## config.mk

```make
export PLATFORM = sky130hd
export DESIGN_NAME = led_pixel_frame_buffer_core
export DESIGN_NICKNAME = d
export VERILOG_FILES = /design/src/rtl/core/lpfb_pkg.sv /design/src/rtl/core/lpfb_scale_unit.sv /design/src/rtl/core/led_pixel_frame_buffer_core.sv
export SDC_FILE = /design/constraint.sdc
export NUM_CORES = 1
export LEC_CHECK = 0
export ABC_AREA = 1
export BUFFER_PORTS_ARGS = -buffer_cell sky130_fd_sc_hd__clkbuf_2
export CAP_MARGIN = 20
export CORE_AREA = 5 5 343 345
export DETAILED_ROUTE_END_ITERATION = 8
export DIE_AREA = 0 0 348 350
export PLACE_DENSITY_LB_ADDON = 0.25
export SLEW_MARGIN = 20
export SYNTH_ARGS = -nofsm -noshare
export SYNTH_HDL_FRONTEND = slang
export SYNTH_SLANG_ARGS = --single-unit
```

## constraint.sdc

```tcl
create_clock -name clk_i -period 7.6 [get_ports clk_i]
set_input_delay 0.38 -clock clk_i [delete_from_list [all_inputs] [get_ports clk_i]]
set_output_delay 0.38 -clock clk_i [all_outputs]
set_load 0.02 [all_outputs]
```

## src/rtl/core/lpfb_pkg.sv

```systemverilog
// ----------------------------------------------------------------------------
// LED pixel frame buffer package
// Shared widths, constants and encodings for the frame buffer core and its
// brightness scaling unit.
// ----------------------------------------------------------------------------
package lpfb_pkg;

  // Widths of one colour channel, a packed pixel word and the gain register.
  localparam int unsigned ColorW = 8;
  localparam int unsigned WordW  = 24;
  localparam int unsigned GainW  = 9;

  // Gain value that stands for 1.0.
  localparam logic [GainW-1:0] FullScale = 9'd256;

  // Action codes carried by an input word.
  typedef enum logic [2:0] {
    ACT_WRITE = 3'd0,
    ACT_CLEAR = 3'd1,
    ACT_FILL  = 3'd2,
    ACT_LATCH = 3'd3,
    ACT_SEND  = 3'd4
  } lpfb_action_e;

  // Sequencer states.
  typedef enum logic [1:0] {
    ST_IDLE,
    ST_SCALE,
    ST_LATCH,
    ST_SEND
  } lpfb_state_e;

  // Sub-steps used while one pixel is scaled and stored.
  typedef enum logic [2:0] {
    STEP_HUE,
    STEP_GREEN,
    STEP_RED,
    STEP_BLUE,
    STEP_STORE
  } lpfb_step_e;

endpackage

```

## src/rtl/core/lpfb_scale_unit.sv

```systemverilog
// ----------------------------------------------------------------------------
// Brightness scaling unit
// Multiplies one colour channel by the gain and keeps the integer part of the
// product in a register, one channel per clock cycle.
// ----------------------------------------------------------------------------
module lpfb_scale_unit (
  input  logic                         clk_i,
  input  logic [lpfb_pkg::ColorW-1:0]  color_i,
  input  logic [lpfb_pkg::GainW-1:0]   gain_i,
  output logic [lpfb_pkg::ColorW-1:0]  scaled_o
);

  // The gain never exceeds 1.0, so the product fits in 16 bits.
  logic [2*lpfb_pkg::ColorW-1:0] product;
  logic [lpfb_pkg::ColorW-1:0]   scaled_q;

  // Full product, then drop the eight fraction bits.
  always_comb begin
    product = (2*lpfb_pkg::ColorW)'({8'd0, color_i} * {7'd0, gain_i});
  end

  // Result register in front of the sequencer.
  always_ff @(posedge clk_i) begin
    scaled_q <= product[2*lpfb_pkg::ColorW-1:lpfb_pkg::ColorW];
  end

  assign scaled_o = scaled_q;

endmodule

```

## src/rtl/core/led_pixel_frame_buffer_core.sv

```systemverilog
// ----------------------------------------------------------------------------
// LED pixel frame buffer core
// Drawing and output buffers of packed green/red/blue words with brightness
// scaling, rainbow fill, latch and frame send.
// ----------------------------------------------------------------------------
// A command is taken when start_i is high and busy_o is low; busy_o stays
// high until the command has finished. Steps per command with N pixels:
// write pixel passes each colour through the single shared 8x9 scaling
// multiplier, then stores; clear is done in the idle state; rainbow fill runs
// a hue step, three multiplier passes and a store for each pixel; latch and
// send frame each read the source buffer once per pixel through its one read
// port. A send puts one word per cycle on the result ports, marked by
// out_strobe_o, for exactly one cycle each; the receiver cannot stall them.
// Both buffers read as zero after reset without a clearing pass. brightness
// is written through the cfg channel, which is always ready and must only be
// used while busy_o is low.
// ----------------------------------------------------------------------------
module led_pixel_frame_buffer_core #(
  parameter int unsigned PIXEL_COUNT = 16
) (
  input  logic                          clk_i,
  input  logic                          rst_ni,
  // Command channel
  input  logic                          start_i,
  output logic                          busy_o,
  input  logic [2:0]                    action_i,
  input  logic [7:0]                    pixel_index_i,
  input  logic [7:0]                    red_i,
  input  logic [7:0]                    green_i,
  input  logic [7:0]                    blue_i,
  input  logic [7:0]                    phase_i,
  // Brightness register write channel
  input  logic                          cfg_valid_i,
  output logic                          cfg_ready_o,
  input  logic [lpfb_pkg::GainW-1:0]    cfg_data_i,
  // Result words
  output logic                          out_strobe_o,
  output logic [lpfb_pkg::WordW-1:0]    pixel_word_o,
  output logic [5:0]                    pixel_position_o,
  output logic                          last_word_o
);

  localparam int unsigned AW = (PIXEL_COUNT > 1) ? $clog2(PIXEL_COUNT) : 1;
  localparam logic [AW-1:0] LastAddr = AW'(PIXEL_COUNT - 1);
  // Per-pixel hue increment 256/N, split into quotient and remainder.
  localparam int unsigned HueQuot = 256 / PIXEL_COUNT;
  localparam int unsigned HueRem  = 256 % PIXEL_COUNT;
  localparam logic [7:0] HueQuotStep = 8'(HueQuot);
  localparam logic [7:0] HueRemStep  = 8'(HueRem);
  localparam logic [7:0] PixelCount8 = 8'(PIXEL_COUNT);
  localparam logic [7:0] HueSeg1 = 8'd85;
  localparam logic [7:0] HueSeg2 = 8'd170;
  localparam logic [7:0] ColorMax = 8'd255;

  // Three-segment colour wheel, packed green/red/blue before scaling.
  function automatic logic [23:0] rainbow_color(input logic [7:0] hue);
    logic [7:0] h;
    logic [9:0] trip;
    logic [7:0] up;
    logic [7:0] dn;
    logic [23:0] res;
    if (hue < HueSeg1) begin
      h = hue;
    end else if (hue < HueSeg2) begin
      h = hue - HueSeg1;
    end else begin
      h = hue - HueSeg2;
    end
    trip = {2'b00, h} * 10'd3;
    up   = trip[7:0];
    dn   = ColorMax - up;
    if (hue < HueSeg1) begin
      res = {up, dn, 8'd0};
    end else if (hue < HueSeg2) begin
      res = {dn, 8'd0, up};
    end else begin
      res = {8'd0, up, dn};
    end
    return res;
  endfunction

  lpfb_pkg::lpfb_state_e state_q, state_d;
  lpfb_pkg::lpfb_step_e  step_q;
  lpfb_pkg::lpfb_action_e action;

  logic                        accept;
  logic                        in_range;
  logic                        cnt_last;
  logic [AW-1:0]               cnt_q;
  logic                        fill_q;
  logic [7:0]                  phase_q;
  logic [7:0]                  hue_off_q;
  logic [7:0]                  hue_rem_q;
  logic [7:0]                  rem_sum;
  logic [23:0]                 color_q;
  logic [15:0]                 acc_q;
  logic [lpfb_pkg::GainW-1:0]  brightness_q;
  logic [lpfb_pkg::GainW-1:0]  gain;
  logic [lpfb_pkg::ColorW-1:0] feed;
  logic [lpfb_pkg::ColorW-1:0] scaled;

  logic [PIXEL_COUNT-1:0]      draw_valid_q;
  logic [PIXEL_COUNT-1:0]      out_valid_q;
  logic [lpfb_pkg::WordW-1:0]  draw_mem [PIXEL_COUNT];
  logic [lpfb_pkg::WordW-1:0]  out_mem  [PIXEL_COUNT];
  logic [lpfb_pkg::WordW-1:0]  draw_rd_q;
  logic [lpfb_pkg::WordW-1:0]  out_rd_q;
  logic                        draw_we;
  logic                        lat_rd;
  logic                        send_rd;
  logic                        lat_pend_q;
  logic                        send_pend_q;
  logic [AW-1:0]               lat_addr_q;
  logic [AW-1:0]               send_addr_q;

  assign action   = lpfb_pkg::lpfb_action_e'(action_i);
  assign accept   = start_i && !busy_o;
  assign in_range = pixel_index_i < PixelCount8;
  assign cnt_last = cnt_q == LastAddr;
  assign rem_sum  = hue_rem_q + HueRemStep;
  assign gain     = (brightness_q > lpfb_pkg::FullScale) ? lpfb_pkg::FullScale
                                                         : brightness_q;

  // Shared multiplier for every colour that is written.
  lpfb_scale_unit u_scale (
    .clk_i    (clk_i),
    .color_i  (feed),
    .gain_i   (gain),
    .scaled_o (scaled)
  );

  // Next state of the sequencer.
  always_comb begin
    state_d = state_q;
    unique case (state_q)
      lpfb_pkg::ST_IDLE: begin
        if (accept) begin
          unique case (action)
            lpfb_pkg::ACT_WRITE: if (in_range) state_d = lpfb_pkg::ST_SCALE;
            lpfb_pkg::ACT_FILL:  state_d = lpfb_pkg::ST_SCALE;
            lpfb_pkg::ACT_LATCH: state_d = lpfb_pkg::ST_LATCH;
            lpfb_pkg::ACT_SEND:  state_d = lpfb_pkg::ST_SEND;
            default:             state_d = lpfb_pkg::ST_IDLE;
          endcase
        end
      end
      lpfb_pkg::ST_SCALE: begin
        if (step_q == lpfb_pkg::STEP_STORE && (!fill_q || cnt_last)) begin
          state_d = lpfb_pkg::ST_IDLE;
        end
      end
      lpfb_pkg::ST_LATCH, lpfb_pkg::ST_SEND: begin
        if (cnt_last) state_d = lpfb_pkg::ST_IDLE;
      end
      default: state_d = lpfb_pkg::ST_IDLE;
    endcase
  end

  // Control outputs of the sequencer.
  always_comb begin
    busy_o  = (state_q != lpfb_pkg::ST_IDLE) || lat_pend_q || send_pend_q;
    draw_we = (state_q == lpfb_pkg::ST_SCALE) && (step_q == lpfb_pkg::STEP_STORE);
    lat_rd  = state_q == lpfb_pkg::ST_LATCH;
    send_rd = state_q == lpfb_pkg::ST_SEND;
    unique case (step_q)
      lpfb_pkg::STEP_GREEN: feed = color_q[23:16];
      lpfb_pkg::STEP_RED:   feed = color_q[15:8];
      lpfb_pkg::STEP_BLUE:  feed = color_q[7:0];
      default:              feed = '0;
    endcase
  end

  // Sequencer state and control registers.
  always_ff @(posedge clk_i or negedge rst_ni) begin
    if (!rst_ni) begin
      state_q      <= lpfb_pkg::ST_IDLE;
      step_q       <= lpfb_pkg::STEP_HUE;
      cnt_q        <= '0;
      fill_q       <= 1'b0;
      lat_pend_q   <= 1'b0;
      send_pend_q  <= 1'b0;
      brightness_q <= lpfb_pkg::FullScale;
      draw_valid_q <= '0;
      out_valid_q  <= '0;
    end else begin
      state_q     <= state_d;
      lat_pend_q  <= lat_rd;
      send_pend_q <= send_rd;
      if (cfg_valid_i && cfg_ready_o) begin
        brightness_q <= cfg_data_i;
      end
      if (draw_we) begin
        draw_valid_q[cnt_q] <= 1'b1;
      end
      if (state_q == lpfb_pkg::ST_IDLE && accept) begin
        unique case (action)
          lpfb_pkg::ACT_WRITE: begin
            cnt_q  <= pixel_index_i[AW-1:0];
            fill_q <= 1'b0;
            step_q <= lpfb_pkg::STEP_GREEN;
          end
          lpfb_pkg::ACT_CLEAR: draw_valid_q <= '0;
          lpfb_pkg::ACT_FILL: begin
            cnt_q  <= '0;
            fill_q <= 1'b1;
            step_q <= lpfb_pkg::STEP_HUE;
          end
          lpfb_pkg::ACT_LATCH: begin
            cnt_q       <= '0;
            out_valid_q <= draw_valid_q;
          end
          lpfb_pkg::ACT_SEND: cnt_q <= '0;
          default: ;
        endcase
      end else if (state_q == lpfb_pkg::ST_SCALE) begin
        unique case (step_q)
          lpfb_pkg::STEP_HUE:   step_q <= lpfb_pkg::STEP_GREEN;
          lpfb_pkg::STEP_GREEN: step_q <= lpfb_pkg::STEP_RED;
          lpfb_pkg::STEP_RED:   step_q <= lpfb_pkg::STEP_BLUE;
          lpfb_pkg::STEP_BLUE:  step_q <= lpfb_pkg::STEP_STORE;
          default: begin
            step_q <= lpfb_pkg::STEP_HUE;
            if (fill_q && !cnt_last) cnt_q <= cnt_q + 1'b1;
          end
        endcase
      end else if ((lat_rd || send_rd) && !cnt_last) begin
        cnt_q <= cnt_q + 1'b1;
      end
    end
  end

  // Colour, hue and word assembly registers.
  always_ff @(posedge clk_i) begin
    if (state_q == lpfb_pkg::ST_IDLE && accept) begin
      color_q   <= {green_i, red_i, blue_i};
      phase_q   <= phase_i;
      hue_off_q <= '0;
      hue_rem_q <= '0;
    end else if (state_q == lpfb_pkg::ST_SCALE) begin
      unique case (step_q)
        lpfb_pkg::STEP_HUE:  color_q <= rainbow_color(phase_q + hue_off_q);
        lpfb_pkg::STEP_RED:  acc_q[15:8] <= scaled;
        lpfb_pkg::STEP_BLUE: acc_q[7:0] <= scaled;
        lpfb_pkg::STEP_STORE: begin
          // Advance the hue offset by 256/N with an exact remainder.
          if (rem_sum >= PixelCount8) begin
            hue_rem_q <= rem_sum - PixelCount8;
            hue_off_q <= hue_off_q + HueQuotStep + 8'd1;
          end else begin
            hue_rem_q <= rem_sum;
            hue_off_q <= hue_off_q + HueQuotStep;
          end
        end
        default: ;
      endcase
    end
  end

  // Drawing buffer: scaled words in, latch reads out.
  always_ff @(posedge clk_i) begin
    if (draw_we) begin
      draw_mem[cnt_q] <= {acc_q, scaled};
    end
    if (lat_rd) begin
      draw_rd_q <= draw_mem[cnt_q];
    end
  end

  // Output buffer: latch writes in, send reads out.
  always_ff @(posedge clk_i) begin
    if (lat_pend_q) begin
      out_mem[lat_addr_q] <= draw_rd_q;
    end
    if (send_rd) begin
      out_rd_q <= out_mem[cnt_q];
    end
  end

  // Addresses that travel with the registered reads.
  always_ff @(posedge clk_i) begin
    lat_addr_q  <= cnt_q;
    send_addr_q <= cnt_q;
  end

  // Result word, shown in the cycle after its read.
  assign cfg_ready_o      = 1'b1;
  assign out_strobe_o     = send_pend_q;
  assign pixel_word_o     = out_valid_q[send_addr_q] ? out_rd_q : '0;
  assign pixel_position_o = 6'(send_addr_q);
  assign last_word_o      = send_pend_q && (send_addr_q == LastAddr);

`ifndef SYNTHESIS
  // A result word only appears while a command is in progress.
  assert property (@(posedge clk_i) disable iff (!rst_ni) out_strobe_o |-> busy_o)
    else $error("result word outside of a command");

  // The last-word mark only rides on a result word.
  assert property (@(posedge clk_i) disable iff (!rst_ni) last_word_o |-> out_strobe_o)
    else $error("last word mark without a result word");

  // Frame words come back to back until the last one.
  assert property (@(posedge clk_i) disable iff (!rst_ni)
    out_strobe_o && !last_word_o |=> out_strobe_o)
    else $error("gap inside a frame");

  // An accepted send keeps the block busy in the next cycle.
  assert property (@(posedge clk_i) disable iff (!rst_ni)
    accept && action == lpfb_pkg::ACT_SEND |=> busy_o && !out_strobe_o)
    else $error("send command did not start");
`endif

endmodule

```

After elaboration in Yosys (flattened, before gate mapping). Memories as Yosys holds them, arrays and structs flattened. A register that Yosys moved wholly into a read port is not among the register bits. Cells that the tools add are included.

Add/sub/neg operators: 8. Multiply operators: 2. Order comparisons: 8. Eq/ne operators: 21. Muxes and demuxes: 42. Bitwise gates (word level): 2. Reduce and logical (&&, ||, !) cells: 36.

Operators with widths (count): 24-bit two-way mux (6); 16-bit two-way mux (3); 8-bit two-way mux (6); 8-bit one-hot mux with 3 select lines (1); 4-bit two-way mux (5); 8-bit by 9-bit multiplier with 16-bit output (1); 16-bit OR (1); 3-bit by 2-bit == test with 1-bit output (second input constant) (4); 3-bit one-hot mux with 4 select lines (1); 4-bit by 5-bit less-than comparator with 1-bit output (second input constant) (2); 2-bit AND reduction (5); 9-bit greater-than comparator (second input constant) (1); 9-bit two-way mux (1); 3-bit AND reduction (3); 8-bit by 1-bit adder with 8-bit output (second input constant) (1); 8-bit by 5-bit adder with 8-bit output (second input constant) (1); 8-bit adder (1); 4-bit == test (second input constant) (2); 8-bit by 5-bit greater-or-equal comparator with 1-bit output (second input constant) (1); 1-bit logical AND (8); 8-bit by 5-bit less-than comparator with 1-bit output (second input constant) (1); 8-bit by 7-bit less-than comparator with 1-bit output (second input constant) (1); 8-bit less-than comparator (second input constant) (1); 8-bit by 2-bit multiplier with 8-bit output (second input constant) (1); other kinds (35) (61).

Register bits after elaboration: 129. RAM bits: 768. Input bits: 56. Output and inout bits: 34. Word-level logic and storage cells: 138. Memories: 2.

Memories: draw_mem (words 16, bits a word 24, rd ports 1, clocked after Yosys merged registers in 1, wr ports 1, line led_pixel_frame_buffer_core.sv:104) `logic [lpfb_pkg::WordW-1:0] draw_mem [PIXEL_COUNT];`; out_mem (words 16, bits a word 24, rd ports 1, clocked after Yosys merged registers in 1, wr ports 1, line led_pixel_frame_buffer_core.sv:105) `logic [lpfb_pkg::WordW-1:0] out_mem [PIXEL_COUNT];`.

Depth between registers and ports, before layout. Gate-level depths: netlist (run 1).

Word-level depth: 14. Depth in mapped cells: 31.

Cells and area by module. Synthesis (run 1) repeated with hierarchy kept, for this count alone.

Cells, all modules: 3410. Area, all modules: 40153.5 um^2.

By module, submodules not included: led_pixel_frame_buffer_core (times used 1, cells an instance 3021, area an instance 37519.7 um^2, seq. area each 27592.7 um^2); lpfb_scale_unit (times used 1, cells an instance 389, area an instance 2633.8 um^2, seq. area each 160.2 um^2).

Worst setup path after synthesis (run 1). No wires, ideal clock.

Path type: flip-flop to flip-flop. Start point: register brightness_q[8] (netlist bit). End point: register u_scale.scaled_q, in the netlist u_scale.scaled_o[6]. Arrival time: 4.573 ns. Data required time: 7.488 ns. Slack: 2.915 ns. Cell stages (with the launch flop): 22. Cells stage by stage: dfstp_2 > clkbuf_1 > inv_1 > a41oi_1 > nor2_1 > inv_1 > nor2_1 > fa_1 > inv_1 > fa_1 > inv_1 > fa_1 > inv_1 > fa_1 > inv_1 > ha_1 > a21oi_1 > o21ai_0 > a221oi_1 > nand2_1 > nand2_1 > nand2_1.

Longest elaborated chain between the ends: 3.

Ends and longest elaborated chain: start, declared (line led_pixel_frame_buffer_core.sv:97) `logic [lpfb_pkg::GainW-1:0] brightness_q;`; start signal, assigned (line led_pixel_frame_buffer_core.sv:182) `brightness_q <= lpfb_pkg::FullScale;`; start signal, assigned (line led_pixel_frame_buffer_core.sv:190) `brightness_q <= cfg_data_i;`; 9-bit greater-than comparator (line led_pixel_frame_buffer_core.sv:121) `assign gain = (brightness_q > lpfb_pkg::FullScale) ? lpfb_pkg::FullScale`; 9-bit two-way mux (*) (line led_pixel_frame_buffer_core.sv:121); 8-bit by 9-bit multiplier with 16-bit output (*) (line lpfb_scale_unit.sv:19) `product = (2*lpfb_pkg::ColorW)'({8'd0, color_i} * {7'd0, gain_i});`; net u_scale.product (one bit) (line lpfb_scale_unit.sv:14) `logic [2*lpfb_pkg::ColorW-1:0] product;`; end signal, assigned (line lpfb_scale_unit.sv:24) `scaled_q <= product[2*lpfb_pkg::ColorW-1:lpfb_pkg::ColorW];`; end, declared (line lpfb_scale_unit.sv:15) `logic [lpfb_pkg::ColorW-1:0] scaled_q;`.

Mark *: on every way through the listed nets, which the timed path passes. The rest lies on a longest branch. A chain may end at the register's enable or synchronous reset.

Worst setup path in the final report (run 1).
Start point: register step_q[2]. End point: register u_scale.scaled_q, in the netlist u_scale.scaled_o[6].

Longest elaborated chain between the ends: 3. Elaborated cells on any way between the ends: 5. Classes of those cells: mul (1); eq/ne (3); mux (1).

Ends and longest elaborated chain: start, declared (line led_pixel_frame_buffer_core.sv:83) `lpfb_pkg::lpfb_step_e step_q;`; start signal, assigned (line led_pixel_frame_buffer_core.sv:177) `step_q <= lpfb_pkg::STEP_HUE;`; start signal, assigned (line led_pixel_frame_buffer_core.sv:200) `step_q <= lpfb_pkg::STEP_GREEN;`; start signal, assigned (line led_pixel_frame_buffer_core.sv:206) `step_q <= lpfb_pkg::STEP_HUE;`; 3-bit by 2-bit == test with 1-bit output or 3-bit by 1-bit == test with 1-bit output (tied branches) (line led_pixel_frame_buffer_core.sv:165) `unique case (step_q)`; 8-bit one-hot mux with 3 select lines (*) (line led_pixel_frame_buffer_core.sv:165); 8-bit by 9-bit multiplier with 16-bit output (*) (line lpfb_scale_unit.sv:19); net u_scale.product (one bit) (line lpfb_scale_unit.sv:14).

Marks and branches as above.

==> flow_summary.ini, run 1 <==
[grt]
grtUsageTotal = 0.162
grt_pass1_wl_um = 152000
grt-ovfl-total = 0
grt_pass1_vias = 24635
antenna_found_initial = 1
grt_max_degree = 150

[worst_setup_path]
slowest_stage = a221oi_1
rr_startpoint = step_q[2]
r2r_setup_slack_ns = 2.41
slowest_delay_ns = 0.81
critPathCapture = u_scale.scaled_o[6]
cpLargestDelayFamily = adder cells
cp_cell_sequence = inv_2 -> nand3_1 -> inv_1 -> a221oi_1 -> nor2_1 -> fa_1 -> fa_1 -> fa_1 -> inv_1 -> fa_1 -> inv_1 -> ha_1 -> a21oi_1 -> o21ai_0 -> a221oi_1 -> nand2_1 -> nand2_1 -> nand2_1
r2r_cells = 18
endpoint_kind = flop
cp.depth = 18
cp-start-kind = flop
r2r_end = u_scale.scaled_o[6]
cpMostUsedCell = fa_1
worst-path-max-fanout = 7
critPathKind = flop to flop
required_ns = 8.14
crit_buf_inv = 4
startpoint = step_q[2]
cp.arrival_ns = 5.73

[sta]
fin_worst_skew_ns = 0.0431
maxSlewViolCount = 0
max_freq_ghz = 0.193
fin_crit_ns = 5.19
setup_viol_count_final = 0
worstMarginPinSlew_ns = 1.09
period_share = 0.683
fin_setup_tns_ns = 0
slew_headroom = 0.271
hold_viol_final = 0
rsz0062_at_grt = false

[power]
power.share.combinational = 0.347
p_sw_w = 0.00702
p_int_w = 0.0114
power.leakage_nw = 16.1
power_frac_seq = 0.407
vdd_drop_max_mv = 0.316
clock_power_share = 0.246
p_per_area_nw_per_um2 = 406
switching_share = 0.382

[routing]
vias = 25138
detail-route-antenna-nets = 0
drt_iter0_drc = 2014
wl_per_cell_um = 20.2
drc = 0
vias_per_cell = 5.07
firstDrtPassIters = 5
drt_wl_total_um = 100000

[floorplan]
core_area_um2 = 114000
die_area_um2 = 122000
fp.dieH_um = 350
die_w_um = 348
floorplan.initialDensity = 0.349
io_pins = 90
row_count = 124

[layout]
final_core_util = 0.398
syn2layout_area_growth_pct = 14.3
drive_gt1_frac = 0.104
diodes = 0
fill_cells = 10875
nNetsFinal = 3542

[logic_synthesis]
synth_warnings = 0
netlist_instances = 3281
synthFlopType = edfxtp_1
synth.distinct_cells = 53
synthesis.area_um2 = 39700
syn_area_per_cell_um2 = 12.1
synth.area.top_cells = edfxtp_1 (65%), nor2_1 (5.5%), o21ai_0 (5.3%), nand2_1 (3.8%), dfrtp_1 (3.3%)
synth_edf_count = 864
ys_ff_latch = 941
ys_seq_area_frac = 0.699
synth_top_area_share = 0.653
synthArstFlopShare = 0.0563
synth_top_area_cell = edfxtp_1

[placed_design]
port_buffers = 86
place_hpwl_um = 53200
place_congestion = 0.833

[clock_network]
htreeDepth = 3
clock-sinks = 941
post_cts_resized = 0
cts_root_buf = clkbuf_16
numCtsBuffers = 96
clk_pin_slew_worst_paths_ns = 0.06
cts_tree = yes
cts_hold_buf = 23
post-cts-setup-buffers = 0
clock_path_buffers = 3
clk_latency_ns = 0.66

[job]
drv_cap = 0

[outcome]
status = finished, final reports clean

[worst_hold_path]
hold_class = input port to flop
[layout by cell type (no fill, tap or decap), types with 9 or more instances in the layout]
cell,n
edfxtp_1,864
nor2_1,546
o21ai_0,420
nand2_1,397
o22ai_1,193
inv_1,174
clkbuf_16,97
clkbuf_2,87
ha_1,72
nand4_1,57
dfrtp_1,50
buf_4,49
nand3_1,48
fa_1,42
nor2_4,39
a21oi_1,31
clkinv_1,28
dfxtp_1,24
dlygate4sd3_1,23
clkbuf_1,22
o21ai_1,18
xor2_1,16
mux2_2,16
inv_2,13
clkinv_2,13
nand2_2,12
a31oi_1,9
[per-stage QoR]
stage | power [W] | cell area, µm² | std cells | hold WS, ns | worst slack (ns)
detailed placement | 0.0140 | 42100 | 4760 | 0.474 | 2.40
finish | 0.0184 | 45400 | 4961 | 0.0406 | 2.41
global route | 0.0197 | 45400 | 4961 | 0.0217 | 1.89
floorplan | 0.0118 | 39700 | 3282 | 0.0844 | 2.92
CTS | 0.0186 | 45300 | 4958 | 0.00231 | 2.37
global placement | 0.0140 | 42000 | 4757 | 0.467 | 2.43
[cell usage after synthesis (13+ instances only)]
master	instances
clkbuf_1	141
ha_1	72
inv_2	13
edfxtp_1	864
nand3_1	48
nand2_1	397
nand4_1	57
a21oi_1	31
o21ai_1	18
o21ai_0	420
nor2_1	582
dfxtp_1	24
xor2_1	16
dfrtp_1	52
mux2_2	16
buf_2	13
fa_1	42
o22ai_1	193
inv_1	176
[per-layer routing]
layer / track usage / part of all wire / up-vias
met5: 0 / 0 / -
met4: 0.0400 / 0.020 / 0
met3: 0.0217 / 0.047 / 132
met2: 0.285 / 0.50 / 634
met1: 0.214 / 0.44 / 12490
li1: - / - / 11882
[worst reg2reg max path: cells and delay by family (launching register included)]
kind,cells,cell delay (ns)
flip-flops,1,0.37
adder cells (fa/ha/maj),5,2.33
AND/OR/NAND/NOR,5,0.53
buffers and inverters,4,0.32
AO/OA/AOI/OAI,4,1.52
[power groups by stage]
| stage | logic [W] | registers, W | clock network (W) |
|---|---|---|---|
| after detailed placement | 0.00642 | 0.00761 | 0 |
| after global routing | 0.00720 | 0.00759 | 0.00486 |
| after global placement | 0.00639 | 0.00760 | 0 |
| after floorplan | 0.00451 | 0.00728 | 0 |
| after CTS | 0.00645 | 0.00750 | 0.00463 |
| final | 0.00638 | 0.00749 | 0.00453 |
[area by class of cell]
class / instances / area [µm²] / area share
clock inverters: 54 / 493 / 0.0109
inverters: 189 / 722 / 0.0159
well taps: 1512 / 1890 / 0.0417
clock buffers: 121 / 2540 / 0.0559
flip-flops and latches: 941 / 27800 / 0.612
multi-input cells: 1980 / 10800 / 0.239
repair buffers: 164 / 1150 / 0.0253
[how the worst min path moves through the flow]
stage | startpoint | endpoint | slack [ns] | cells after the start
2_1_floorplan | rst_ni | brightness_q[0] | 0.08 | 0
3_3_place_gp | hue_rem_q[4] | hue_rem_q[4] | 0.47 | 1
3_5_place_dp | fill_q | fill_q | 0.47 | 2
4_1_cts | green_i[5] | color_q[21] | 0.002 | 3
5_1_grt | blue_i[3] | color_q[3] | 0.02 | 3
6_report | green_i[5] | color_q[21] | 0.04 | 3
[logic make-up (layout without fill, tap and decap cells)]
group	Yosys count	count (layout)	synth area share
and+or+nand+nor	1121	1121	0.114
DFF	941	941	0.699
buffers and inverters	361	528	0.0355
AOI/OAI and AO/OA	701	701	0.0971
adders and majority gates	114	114	0.0439
muxes	16	16	0.00454
xor gates and xnor gates	25	25	0.00570
other	2	3	0.000189
[registers in the layout (all words and copies together) (netlist names), 9 cells and up]
name and flops:
out_mem 384, draw_valid_q 16, brightness_q 9, draw_rd_q 24, draw_mem 384, acc_q 16
color_q 24, out_rd_q 24, out_valid_q 16
(Power assumes the default switching activity.)
==> run 2: changes to the inputs <==
Settings changed: ABC_AREA 1 to 0, CORE_AREA 5 5 343 345 to 5 5 341 343, DIE_AREA 0 0 348 350 to 0 0 346 348.
Clock period 7.6 ns to 4.6 ns, I/O delays scaled along.
==> flow_summary.ini, run 2 <==
[routing]
vias = 19834
drt_iter0_drc = 1591
firstDrtPassIters = 5
vias_per_cell = 5.01
drt_wl_total_um = 91600
drc = 0
detail-route-antenna-nets = 0
wl_per_cell_um = 23.2

[worst_setup_path]
cpLargestDelayFamily = adder cells
slowest_stage = or4_1
critPathKind = flop to flop
cp_cell_sequence = mux2_4 -> nand2_4 -> a21o_1 -> nor2_2 -> fa_1 -> inv_2 -> fa_1 -> inv_2 -> fa_1 -> inv_1 -> fa_1 -> inv_2 -> ha_4 -> buf_4 -> buf_4 -> a21oi_2 -> o41ai_4 -> nand4_2 -> a31oi_4 -> or4_1 -> nand4_1
cpMostUsedCell = fa_1
crit_buf_inv = 6
cp.arrival_ns = 5.59
required_ns = 5.19
slowest_delay_ns = 0.54
cp-start-kind = flop
r2r_setup_slack_ns = -0.40
worst-path-max-fanout = 7
endpoint_kind = flop

[sta]
setup_ws_ns = -0.397
fin_hold_ws_ns = 0.0693
fin_crit_ns = 5.00
fin_setup_tns_ns = -2.18
period_share = 1.09
hold_viol_final = 0
worstMarginPinSlew_ns = 1.07
slew_headroom = 0.286
maxSlewViolCount = 0
fin_worst_skew_ns = 0.0399
max_freq_ghz = 0.200
setup_viol_count_final = 11
rsz0062_at_grt = true

[power]
power.leakage_nw = 16.0
vdd_drop_max_mv = 0.331
p_per_area_nw_per_um2 = 625

[logic_synthesis]
synth.most_common_cell = edfxtp_1
synthesis.area_um2 = 39200
ys_ff_latch = 941
netlist_instances = 2047
syn_area_per_cell_um2 = 19.1
synthArstFlopShare = 0.0563
ys_seq_area_frac = 0.709
synth_warnings = 0
synthFlopType = edfxtp_1
synth_edf_count = 864
synth_top_area_cell = edfxtp_1
synth.top_cells.by_count = edfxtp_1 (864), mux4_2 (245), nor2_1 (143), nand2_1 (76), inv_1 (73)
synth.area.top_cells = edfxtp_1 (66%), mux4_2 (14%), dfrtp_1 (3.3%), ha_1 (2.3%), fa_1 (2.1%)
synth_top_area_share = 0.663
synth.distinct_cells = 81

[placed_design]
place_congestion = 0.819
port_buffers = 86
place_hpwl_um = 51800

[outcome]
violations = setup timing
status = complete, but fails checks

[clock_network]
cts_root_buf = clkbuf_16
clock-sinks = 941
htreeDepth = 3
clk_latency_ns = 0.67
numCtsBuffers = 97
cts_tree = yes
clock_path_buffers = 3
clk_pin_slew_worst_paths_ns = 0.06

[floorplan]
floorplan.initialDensity = 0.346
die_area_um2 = 120000
die_w_um = 346
core_area_um2 = 113000
io_pins = 90
fp.dieH_um = 348
row_count = 124

[layout]
fill_cells = 10045
nNetsFinal = 2531
multi_input_area_um2 = 11200
drive_gt1_frac = 0.331
syn2layout_area_growth_pct = 19.2
mostFrequentLayoutCell = edfxtp_1
largest_registers = draw_mem x384, out_mem x384
ff_latch_area_um2 = 27800
final_cell_mix = edfxtp_1 (864), mux4_2 (245), buf_4 (157)

[grt]
antenna_found_initial = 2
grt-ovfl-total = 0
grtUsageTotal = 0.151
grt_pass1_vias = 21171
grt_max_degree = 99
grt_pass1_wl_um = 137000

[worst_hold_path]
hold_class = input port to flop

[job]
drv_cap = 0
## run 2: cell count changes after synthesis, moves of 14 or more
cell / change
and2_1: +42
clkbuf_1: -80
inv_1: -103
mux2_2: +17
mux4_2: +245
nand2_1: -321
nand2b_1: +14
nand3_1: -33
nand4_1: -52
nor2_1: -439
o21ai_0: -386
o21ai_1: -16
o22ai_1: -189
xnor2_1: +14
## run 2: logic make-up after synthesis
group           count (synthesis)  synth area share
compound gates                132            0.0231
other cells                     2          0.000192
buf+inv                       173            0.0180
xor+xnor                       33           0.00757
fa+ha+maj                     114            0.0445
simple gates                  363            0.0445
mux                           289             0.153
flops                         941             0.709
## run 2: worst paths after layout
path,startpoint,endpoint,cells after the start
setup / recovery,step_q[0],u_scale.scaled_o[7],21
hold / removal,cfg_valid_i,brightness_q[0],2
setup reg to reg,step_q[0],u_scale.scaled_o[7],21
hold reg to reg,draw_valid_q[12],draw_valid_q[12],2
max in group asynchronous,rst_ni,cnt_q[3],3
min in group asynchronous,rst_ni,brightness_q[7],3
## run 2: worst register-to-register path, stage by stage, from the launching register on
cell and delay [ns]:
dfrtp_2 0.49, mux2_4 0.34, nand2_4 0.07, a21o_1 0.17
nor2_2 0.06, fa_1 0.52, inv_2 0.04, fa_1 0.52
inv_2 0.04, fa_1 0.48, inv_1 0.05, fa_1 0.49
inv_2 0.05, ha_4 0.20, buf_4 0.12, buf_4 0.12
a21oi_2 0.15, o41ai_4 0.11, nand4_2 0.14, a31oi_4 0.13
or4_1 0.55, nand4_1 0.08
## run 2: what timing repair did
| action | 4_1_cts | 5_1_grt |
|---|---|---|
| buffers inserted | 20 | 13 |
| endpoints found under the hold margin | 100 | 0 |
| hold buffers | 51 | 0 |
| setup endpoints to repair | 20 | 20 |
| gates resized for setup | 35 | 52 |
| pin swaps | 35 | 33 |
## run 2: report_power, final
part / switching (W) / total (W) / internal, W
Clock: 0.00325 / 0.00770 / 0.00445
Combinational: 0.00509 / 0.0102 / 0.00508
Sequential: 0.000887 / 0.0113 / 0.0104
## run 2: layout make-up
| cell class | count | share of cell area |
|---|---|---|
| repair buffers | 311 | 0.0510 |
| flip-flops and latches | 941 | 0.595 |
| well taps | 1512 | 0.0405 |
| diodes | 2 | 0.000107 |
| clock inverters | 51 | 0.0115 |
| multi-input cells | 934 | 0.240 |
| inverters | 76 | 0.00611 |
| clock buffers | 128 | 0.0558 |
## run 2: routing by layer
layer	track usage	vias to the layer above	share of wire
li1	-	8715	-
met4	0.0375	0	0.022
met1	0.196	10552	0.42
met5	0	-	0
met3	0.0230	127	0.042
met2	0.269	440	0.52
## run 2: through the flow
step | setup WS (ns) | power, W | util | cells | area [µm²]
floorplan | -0.360 | 0.0176 | - | 2048 | 39300
global placement | -0.535 | 0.0208 | 0.375 | 3694 | 42400
detailed placement | -0.665 | 0.0209 | 0.375 | 3694 | 42400
CTS | -0.379 | 0.0291 | 0.409 | 3943 | 46400
global route | -0.592 | 0.0309 | 0.412 | 3954 | 46700
finish | -0.397 | 0.0292 | 0.412 | 3955 | 46700
==> run 3: changes to the inputs <==
==> constraint.sdc (replaced) <==
create_clock -name clk_i -period 4.6 [get_ports clk_i]
set_input_delay 0.46 -clock clk_i [delete_from_list [all_inputs] [get_ports clk_i]]
set_output_delay 0.46 -clock clk_i [all_outputs]
set_load 0.02 [all_outputs]
==> flow_summary.ini, run 3 (synthesis results as in run 2) <==
[layout]
largest_registers = draw_mem x384, out_mem x384
mostFrequentLayoutCell = edfxtp_1
fin_area_um2 = 46300
nNetsFinal = 2490
final_cell_mix = edfxtp_1 (864), mux4_2 (245), buf_4 (157)
fill_cells = 10089
drive_gt1_frac = 0.337
syn2layout_area_growth_pct = 18.1

[routing]
wl_per_cell_um = 23.3
drt_wl_total_um = 91100
detail-route-antenna-nets = 0
drt_iter0_drc = 1600
vias = 19686
firstDrtPassIters = 5
drc = 0
vias_per_cell = 5.03

[worst_setup_path]
cpMostUsedCell = fa_1
worst-path-max-fanout = 7
slowest_stage = or4_1
required_ns = 5.19
cpLargestDelayFamily = adder cells
cp_cell_sequence = mux2_4 -> nand2_4 -> a21o_1 -> nor2_2 -> fa_1 -> inv_2 -> fa_1 -> inv_2 -> fa_1 -> inv_1 -> fa_1 -> inv_2 -> ha_4 -> buf_4 -> buf_4 -> a21oi_2 -> o41ai_4 -> nand4_2 -> a31oi_4 -> or4_1 -> nand4_1
cp-start-kind = flop
crit_buf_inv = 6
cp.arrival_ns = 5.58
critPathKind = flop to flop
slowest_delay_ns = 0.54
endpoint_kind = flop

[clock_network]
cts_tree = yes
clock-sinks = 941
clk_latency_ns = 0.67
htreeDepth = 3
cts_root_buf = clkbuf_16
numCtsBuffers = 97
clk_pin_slew_worst_paths_ns = 0.06
clock_path_buffers = 3

[grt]
grt-ovfl-total = 0
antenna_found_initial = 3
busiest_layer = met2
grt_max_degree = 99
grt_pass1_vias = 20950
met1_usage = 0.195
grtUsageTotal = 0.150
gr-usage-met2 = 0.267
grt_pass1_wl_um = 136000
grt_use_met3 = 0.0230

[placed_design]
place_hpwl_um = 51800
place_congestion = 0.819
port_buffers = 86
placed_cell_area_um2 = 42400

[sta]
setup_viol_count_final = 10
fin_hold_ws_ns = 0.0480
period_share = 1.09
fin_crit_ns = 4.99
maxSlewViolCount = 0
setup_ws_ns = -0.393
max_freq_ghz = 0.200
hold_viol_final = 0
rsz0062_at_grt = true
fin_worst_skew_ns = 0.0380
worstMarginPinSlew_ns = 1.07
slew_headroom = 0.289

[power]
power.leakage_nw = 15.9
power_frac_seq = 0.388
p_sw_w = 0.00921
p_per_area_nw_per_um2 = 630
switching_share = 0.316
vdd_drop_max_mv = 0.444
power.total_w = 0.0292
p_int_w = 0.0199
power.share.combinational = 0.348
clock_power_share = 0.264

[outcome]
status = complete, but fails checks
violations = setup timing

[floorplan]
core_area_um2 = 113000
die_w_um = 346
fp.dieH_um = 348
floorplan.initialDensity = 0.346
die_area_um2 = 120000
io_pins = 90
row_count = 124

[job]
drv_cap = 0

[worst_hold_path]
hold_class = input port to flop
-- run 3: path summary, 6_finish.rpt --
check / startpoint / to / slack (ns) / cells after the start
min: cfg_data_i[6] / brightness_q[6] / 0.05 / 2
max reg2reg: step_q[0] / u_scale.scaled_o[7] / -0.39 / 21
min reg2reg: draw_valid_q[12] / draw_valid_q[12] / 0.49 / 2
max: step_q[0] / u_scale.scaled_o[7] / -0.39 / 21
max in group asynchronous: rst_ni / cnt_q[3] / 3.55 / 3
min in group asynchronous: rst_ni / brightness_q[7] / 0.44 / 3
-- run 3: per-stage QoR --
step / cells / util / setup slack (ns) / setup TNS [ns]
floorplan: 2048 / - / -0.360 / -2.02
global placement: 3694 / 0.375 / -0.535 / -3.83
detailed placement: 3694 / 0.375 / -0.665 / -5.08
CTS: 3902 / 0.406 / -0.379 / -2.24
global route: 3914 / 0.408 / -0.592 / -4.60
finish: 3914 / 0.408 / -0.393 / -2.09
-- run 3: area by class of cell --
type	count	area [µm²]	area share
repair buffers	270	1970	0.0426
clock buffers	128	2610	0.0563
multi-input cells	934	11200	0.242
well taps	1512	1890	0.0409
inverters	76	288	0.00622
clock inverters	51	536	0.0116
diodes	2	5.00	0.000108
flip-flops and latches	941	27800	0.600
-- run 3: power by group through the flow --
stage               Clock (W)  Sequential (W)  Combinational, W
floorplan                   0          0.0109           0.00667
global placement            0          0.0115           0.00929
detailed placement          0          0.0115           0.00944
CTS                   0.00790          0.0113           0.00986
global route          0.00826          0.0114            0.0112
finish                0.00769          0.0113            0.0101
-- run 3: metal layers --
| layer | up-vias | share of wire | wire, µm |
|---|---|---|---|
| met4 | 0 | 0.023 | 2070 |
| li1 | 8626 | - | - |
| met3 | 132 | 0.042 | 3830 |
| met1 | 10484 | 0.42 | 38200 |
| met2 | 444 | 0.52 | 47000 |
| met5 | - | 0 | 0 |
-- run 3: repair_timing --
item,4_1_cts,5_1_grt
buffers inserted,20,13
pin swaps,35,33
gates resized for setup,35,54
endpoints found under the setup margin,20,20
hold buffers,10,0
hold endpoints to repair,61,0
-- run 3: worst register-to-register path, stage by stage (launching register included) --
cell	delay, ns
dfrtp_2	0.49
mux2_4	0.34
nand2_4	0.07
a21o_1	0.17
nor2_2	0.06
fa_1	0.52
inv_2	0.04
fa_1	0.52
inv_2	0.04
fa_1	0.47
inv_1	0.05
fa_1	0.49
inv_2	0.05
ha_4	0.20
buf_4	0.12
buf_4	0.12
a21oi_2	0.15
o41ai_4	0.11
nand4_2	0.14
a31oi_4	0.13
or4_1	0.55
nand4_1	0.08
